File: src/hdl/wtlq_pkg.sv
// ----------------------------------------------------------------------------
// wtlq_pkg
// Types and constants shared by the wheel tach / line qualifier / PWM unit.
// ----------------------------------------------------------------------------
package wtlq_pkg;

  localparam int NUM_WHEELS  = 4;
  localparam int NUM_LINES   = 3;
  localparam int TIME_W      = 16;
  localparam int COUNT_W     = 8;
  localparam int EDGE_W      = 32;
  localparam int DUTY_W      = 8;
  localparam int QUAL_W      = 8;
  localparam int DUTY_FULL   = 255;
  localparam int DIST_WHEEL  = 3;

  localparam logic [QUAL_W-1:0] QUALIFY_RESET = 8'd30;

  typedef struct packed {
    logic [TIME_W-1:0]     now_time;
    logic [NUM_WHEELS-1:0] wheel_pins;
    logic [NUM_LINES-1:0]  line_pins;
    logic [DUTY_W-1:0]     duty_a;
    logic [DUTY_W-1:0]     duty_b;
    logic                  long_qualify;
  } in_word_t;

  typedef struct packed {
    logic                pwm_a;
    logic                pwm_b;
    logic [COUNT_W-1:0]  mark_count_0;
    logic [COUNT_W-1:0]  mark_count_1;
    logic [COUNT_W-1:0]  mark_count_2;
    logic [EDGE_W-1:0]   distance_edges;
    logic [TIME_W-1:0]   span_sum;
    logic [TIME_W-1:0]   last_width;
  } out_word_t;

endpackage

File: src/hdl/wheel_tach_line_qualifier_pwm_unit.sv
// ----------------------------------------------------------------------------
// wheel_tach_line_qualifier_pwm_unit
// The input register loads at the accept edge, and the result register loads
// when the word leaves the update stage, which waits while the output stalls.
// Throughput: one word per cycle while the output is not stalled, set by the
// single update stage between the two registers.
// Reset: async active low; all state, counters and history cleared, the
// qualify threshold returns to 30, both word registers empty.
// ----------------------------------------------------------------------------
module wheel_tach_line_qualifier_pwm_unit #(
  parameter int PWM_PERIOD    = 1000,
  parameter int HISTORY_DEPTH = 5
) (
  input  logic                      clk_i,
  input  logic                      rst_ni,
  input  logic                      cfg_we_i,
  input  logic [7:0]                cfg_data_i,
  input  logic                      in_valid_i,
  output logic                      in_stall_o,
  input  wtlq_pkg::in_word_t        in_word_i,
  output logic                      out_valid_o,
  input  logic                      out_stall_i,
  output wtlq_pkg::out_word_t       out_word_o
);
  import wtlq_pkg::*;

  localparam int PH_W  = (PWM_PERIOD > 2) ? $clog2(PWM_PERIOD) : 1;
  localparam int PRD_W = PH_W + DUTY_W;
  localparam int NEWEST = HISTORY_DEPTH - 1;

  logic [QUAL_W-1:0]     qual_q;
  in_word_t              in_q;
  logic                  s1_q;
  out_word_t             out_q, out_d;
  logic                  out_valid_q;
  logic                  out_free, s2_go, in_go;

  logic [NUM_WHEELS-1:0] wheel_prev_q;
  logic [NUM_LINES-1:0]  line_prev_q;
  logic [TIME_W-1:0]     hist_q [NUM_WHEELS][HISTORY_DEPTH];
  logic [TIME_W-1:0]     hist_d [NUM_WHEELS][HISTORY_DEPTH];
  logic [TIME_W-1:0]     fall_q [NUM_LINES];
  logic [TIME_W-1:0]     fall_d [NUM_LINES];
  logic [COUNT_W-1:0]    cnt_q  [NUM_LINES];
  logic [COUNT_W-1:0]    cnt_d  [NUM_LINES];
  logic [EDGE_W-1:0]     edge_q, edge_d;
  logic [PH_W-1:0]       phase_q, phase_d;
  logic [TIME_W-1:0]     width_q, width_d;

  logic [QUAL_W:0]       thr;
  logic [TIME_W-1:0]     low_w [NUM_LINES];
  logic [TIME_W-1:0]     span;
  logic [PRD_W-1:0]      phase_scaled, lim_a, lim_b;

  assign out_free    = !out_valid_q || !out_stall_i;
  assign s2_go       = s1_q && out_free;
  assign in_stall_o  = s1_q && !out_free;
  assign in_go       = in_valid_i && !in_stall_o;
  assign out_valid_o = out_valid_q;
  assign out_word_o  = out_q;

  always_comb begin
    thr = in_q.long_qualify ? {qual_q, 1'b0} : {1'b0, qual_q};

    for (int w = 0; w < NUM_WHEELS; w++) begin
      for (int k = 0; k < HISTORY_DEPTH; k++) begin
        hist_d[w][k] = hist_q[w][k];
      end
      if (in_q.wheel_pins[w] && !wheel_prev_q[w]) begin
        for (int k = 0; k < NEWEST; k++) begin
          hist_d[w][k] = hist_q[w][k+1];
        end
        hist_d[w][NEWEST] = in_q.now_time;
      end
    end

    edge_d = edge_q;
    if (in_q.wheel_pins[DIST_WHEEL] != wheel_prev_q[DIST_WHEEL]) begin
      edge_d = edge_q + EDGE_W'(1);
    end

    width_d = width_q;
    for (int l = 0; l < NUM_LINES; l++) begin
      fall_d[l] = fall_q[l];
      cnt_d[l]  = cnt_q[l];
      low_w[l]  = in_q.now_time - fall_q[l];
      if (in_q.line_pins[l] != line_prev_q[l]) begin
        if (!in_q.line_pins[l]) begin
          fall_d[l] = in_q.now_time;
        end else if (low_w[l] >= TIME_W'(thr)) begin
          cnt_d[l] = cnt_q[l] + COUNT_W'(1);
          if (l == 0) begin
            width_d = low_w[l];
          end
        end
      end
    end

    phase_d = (phase_q == PH_W'(PWM_PERIOD - 1)) ? '0 : phase_q + PH_W'(1);

    span = '0;
    for (int w = 0; w < NUM_WHEELS; w++) begin
      span = span + (hist_d[w][NEWEST] - hist_d[w][0]);
    end

    // phase <= floor(duty*P/255)  <=>  phase*255 <= duty*P
    phase_scaled = PRD_W'(phase_d) * PRD_W'(DUTY_FULL);
    lim_a        = PRD_W'(in_q.duty_a) * PRD_W'(PWM_PERIOD);
    lim_b        = PRD_W'(in_q.duty_b) * PRD_W'(PWM_PERIOD);

    out_d.pwm_a          = phase_scaled > lim_a;
    out_d.pwm_b          = phase_scaled > lim_b;
    out_d.mark_count_0   = cnt_d[0];
    out_d.mark_count_1   = cnt_d[1];
    out_d.mark_count_2   = cnt_d[2];
    out_d.distance_edges = edge_d;
    out_d.span_sum       = span;
    out_d.last_width     = width_d;
  end

  always_ff @(posedge clk_i or negedge rst_ni) begin
    if (!rst_ni) begin
      qual_q       <= QUALIFY_RESET;
      s1_q         <= 1'b0;
      out_valid_q  <= 1'b0;
      wheel_prev_q <= '0;
      line_prev_q  <= '0;
      edge_q       <= '0;
      phase_q      <= '0;
      width_q      <= '0;
      for (int w = 0; w < NUM_WHEELS; w++) begin
        for (int k = 0; k < HISTORY_DEPTH; k++) begin
          hist_q[w][k] <= '0;
        end
      end
      for (int l = 0; l < NUM_LINES; l++) begin
        fall_q[l] <= '0;
        cnt_q[l]  <= '0;
      end
    end else begin
      if (cfg_we_i) begin
        qual_q <= cfg_data_i;
      end
      if (in_go) begin
        s1_q <= 1'b1;
      end else if (s2_go) begin
        s1_q <= 1'b0;
      end
      if (s2_go) begin
        out_valid_q <= 1'b1;
      end else if (!out_stall_i) begin
        out_valid_q <= 1'b0;
      end
      if (s2_go) begin
        wheel_prev_q <= in_q.wheel_pins;
        line_prev_q  <= in_q.line_pins;
        edge_q       <= edge_d;
        phase_q      <= phase_d;
        width_q      <= width_d;
        hist_q       <= hist_d;
        fall_q       <= fall_d;
        cnt_q        <= cnt_d;
      end
    end
  end

  always_ff @(posedge clk_i) begin
    if (in_go) begin
      in_q <= in_word_i;
    end
    if (s2_go) begin
      out_q <= out_d;
    end
  end

  a_stall_full: assert property (@(posedge clk_i) disable iff (!rst_ni)
    in_stall_o |-> (s1_q && out_valid_q))
    else $error("input stalled while a register stage is empty");

  a_edge_step: assert property (@(posedge clk_i) disable iff (!rst_ni)
    1'b1 |=> (EDGE_W'(edge_q - $past(edge_q)) <= EDGE_W'(1)))
    else $error("distance count moved by more than one");

  a_phase_range: assert property (@(posedge clk_i) disable iff (!rst_ni)
    s2_go |=> (phase_q <= PH_W'(PWM_PERIOD - 1)))
    else $error("pwm phase out of range");

  a_state_hold: assert property (@(posedge clk_i) disable iff (!rst_ni)
    !s2_go |=> ($stable(edge_q) && $stable(phase_q) && $stable(width_q)))
    else $error("state changed without a word passing");

endmodule

File: config.mk
export PLATFORM = sky130hd
export DESIGN_NAME = wheel_tach_line_qualifier_pwm_unit
export DESIGN_NICKNAME = d
export VERILOG_FILES = /design/src/hdl/wtlq_pkg.sv /design/src/hdl/wheel_tach_line_qualifier_pwm_unit.sv
export SDC_FILE = /design/constraint.sdc
export NUM_CORES = 1
export LEC_CHECK = 0
export BUFFER_PORTS_ARGS = -buffer_cell sky130_fd_sc_hd__buf_2
export CORE_ASPECT_RATIO = 1.4
export CORE_MARGIN = 8
export CORE_UTILIZATION = 40
export DETAILED_ROUTE_END_ITERATION = 7
export GPL_TIMING_DRIVEN = 1
export PLACE_DENSITY = 0.65
export REMOVE_ABC_BUFFERS = 1
export SYNTH_ARGS = -nofsm -noshare
export SYNTH_HDL_FRONTEND = slang
export SYNTH_SLANG_ARGS = --single-unit
export TNS_END_PERCENT = 50
File: constraint.sdc
create_clock -name clk_i -period 8.1 [get_ports clk_i]
set_clock_uncertainty 0.2 [all_clocks]
set_input_delay 0.405 -clock clk_i [delete_from_list [all_inputs] [get_ports clk_i]]
set_output_delay 0.405 -clock clk_i [all_outputs]
set_load 0.01 [all_outputs]
==> results.py <==
metrics = {
    "run_status": {
        "status": "finished clean",
    },
    "clocking": {
        "cts_buffers": 61,
        "cts_root_buffer": "clkbuf_16",
        "clk_latency_ns": 0.66,
        "cts_sinks": 597,
        "clockBufferDepth": 3,
        "cts_tree": "yes",
        "htree_levels": 2,
        "path_clk_slew_ns": 0.06,
    },
    "placement": {
        "io_buffers": 144,
        "gp_congestion": 0.834,
        "dpl.hpwl_um": 53900,
        "placed_cells": 4150,
        "pre_cts_slack_ns": 0.497,
    },
    "synth": {
        "synth_top_area_share_pct": 32.9,
        "netlist-cell-type-count": 80,
        "synthCells": 2905,
        "synth-main-ff-cell": "dfrtp_1",
        "synthTopCellsByArea": "dfrtp_1 (33%), mux2_2 (12%), edfxtp_1 (11%), fa_1 (9.9%), ha_1 (8.3%)",
        "async_flop_share_pct": 78.2,
        "syn-cell-area_sq_um": 35200,
        "avgSynthCellArea_sq_um": 12.1,
        "yosysSeqAreaShare_pct": 44.3,
        "yosysTopAreaCell": "dfrtp_1",
        "synth_edf_count": 130,
        "yosys_warnings": 0,
        "synth_seq_cells": 597,
    },
    "critical_path": {
        "cp_max_fo": 8,
        "required_ns": 8.30,
        "crit_start": "phase_q[0]",
        "cpLargestDelayFamily": "adder cells",
        "crit_top_cell": "inv_1",
        "r2r-start": "phase_q[0]",
        "critPathKind": "flop to flop",
        "cp_data_arrival_time_ns": 7.68,
        "cpMaxStageDelayCell": "fa_1",
        "critPathMaxStageDelay_ns": 0.60,
        "cp_num_buf_inv": 5,
        "start_kind": "flop",
        "end_kind": "flop",
    },
    "global_routing": {
        "grt_max_degree": 131,
        "antenna_found_initial": 2,
        "grt_pass1_vias": 22800,
        "gr-total-overflow": 0,
        "grt_usage_pct": 15.8,
        "grt_pass1_wl_um": 124000,
    },
    "sta": {
        "slew_violations": 0,
        "layout_setup_ws_ns": 0.616,
        "maxSlewHeadroom_pct": 25.3,
        "final-setup-viol-count": 0,
        "min_period_over_period_pct": 92.4,
        "finalCriticalPeriod_ns": 7.48,
        "fin_tns_setup_ns": 0,
        "tightest_slew_ns": 1.12,
        "rsz0062_at_grt": "false",
        "fmax_mhz": 134,
        "hold_violations": 0,
    },
    "routing": {
        "vias": 21800,
        "ant_nets": 0,
        "drc": 0,
        "drt_first_pass_iters": 5,
        "vias_per_cell": 5.03,
        "drt-initial-drc-count": 988,
        "drt-total-wl_um": 76200,
        "routedWlPerCell_um": 17.6,
    },
    "finish": {
        "drive_gt1_share_pct": 21.7,
        "fin_util_pct": 45.6,
        "layoutNonFillerInstCount": 4327,
        "area_growth_pct": 13.8,
        "nets": 3555,
    },
    "worst_hold_path": {
        "hp-class": "primary input to async pin",
    },
    "floorplan": {
        "ios": 145,
        "num_rows": 129,
        "start_util_pct": 40.1,
        "fp.dieW_um": 267,
        "core-area_sq_um": 87800,
        "die_area_sq_um": 97900,
        "die_h_um": 367,
    },
    "run": {
        "maxCapViolCount": 0,
    },
}
-- Yosys cell counts, drive strengths merged, types with 41 or more instances --
cell,instances
nor2,83
inv,251
dfrtp,463
o21ai,95
ha,233
nand3,53
xnor2,115
clkbuf,75
xor2,78
fa,175
nand2,188
a21oi,72
edfxtp,130
a21o,41
mux2,381
mux2i,112
-- layer usage --
layer / global-route usage, % / up-vias / part of all wire [%]
met4: 4.70 / 0 / 2.9
li1: - / 10400 / -
met1: 19.9 / 10900 / 43
met3: 2.22 / 116 / 3.6
met5: 0 / - / 0
met2: 27.7 / 311 / 50
-- stage by stage --
step           hold slack, ns  area [sq um]
4_1_cts                 0.111         40100
3_3_place_gp            0.249         37300
6_report                0.127         40100
5_1_grt                 0.149         40100
3_5_place_dp            0.261         37300
2_1_floorplan         -0.0906         34800
-- final timing paths --
check	cells past startpoint	slack [ns]	to
worst max-delay path	30	0.62	out_word_o[89]
worst min-delay path	2	0.13	edge_q[22]
worst max register to register	30	0.62	out_word_o[89]
worst min register to register	2	0.28	hist_q[75]
max in group asynchronous	4	5.40	width_q[11]
min in group clk_i	2	0.27	in_q[1]
-- worst reg2reg max path, delay by kind of cell (launching register included) --
| family | cells | cell delay, ns |
|---|---|---|
| buf+inv | 5 | 0.32 |
| simple gates | 11 | 2.15 |
| flops | 1 | 0.50 |
| compound gates | 5 | 0.77 |
| xor+xnor | 1 | 0.13 |
| fa+ha+maj | 7 | 3.08 |
| mux | 1 | 0.09 |
-- sequential cells by signal, indices dropped and copies added (netlist names) --
signal        count
hist_q          320
out_word_o       90
fall_q           48
in_q             40
edge_q           32
cnt_q            24
width_q          16
phase_q          10
qual_q            8
wheel_prev_q      4
line_prev_q       3
out_valid_o       1
s1_q              1
-- repair_timing --
action	in CTS	in global routing
gates resized for setup	0	2
endpoints found under the hold margin	128	0
endpoints found under the setup margin	0	1
hold buffers	60	0
buffers inserted	0	0
-- layout make-up --
class	count	area (sq um)
repair buffers	231	1550
multi-input cells	1952	18300
diodes	1	2.50
well taps	1179	1480
fillers	8063	47700
inverters	251	947
flip-flops and latches	597	15600
clock inverters	28	269
clock buffers	88	1900
-- cell families (layout without fill, tap and decap cells) --
group	after synthesis	in the layout	share of synthesized area [%]
buffers and inverters	356	598	3.84
flip-flops	597	597	44.3
XOR/XNOR	193	193	4.80
other	0	1	0
AO/OA/AOI/OAI	323	323	5.91
multiplexers	493	493	15.4
adder cells (fa/ha/maj)	410	410	18.3
AND/OR/NAND/NOR	533	533	7.48
-- layout by cell type, fill, tap and decap left out, types with 7 or more instances in the layout --
| master | instances |
|---|---|
| a2111oi_0 | 7 |
| a211oi_1 | 13 |
| a21o_1 | 41 |
| a21oi_1 | 72 |
| a31oi_1 | 10 |
| and2_1 | 9 |
| and3_1 | 24 |
| buf_2 | 143 |
| buf_4 | 26 |
| clkbuf_16 | 66 |
| clkbuf_8 | 17 |
| clkinv_2 | 15 |
| dfrtp_1 | 463 |
| dlygate4sd3_1 | 60 |
| edfxtp_1 | 130 |
| fa_1 | 175 |
| ha_1 | 232 |
| inv_1 | 250 |
| mux2_1 | 14 |
| mux2_2 | 364 |
| mux2i_1 | 112 |
| nand2_1 | 185 |
| nand2b_1 | 24 |
| nand3_1 | 53 |
| nand4_1 | 24 |
| nor2_1 | 81 |
| nor2b_1 | 19 |
| nor3_1 | 36 |
| nor3b_1 | 7 |
| nor4_1 | 7 |
| o21a_1 | 18 |
| o21ai_0 | 91 |
| o31a_1 | 7 |
| or2_2 | 11 |
| or3_1 | 11 |
| xnor2_1 | 115 |
| xor2_1 | 78 |
Power is not shown: default switching activity piles up to over one toggle a cycle in this logic, so the estimate is an artifact.
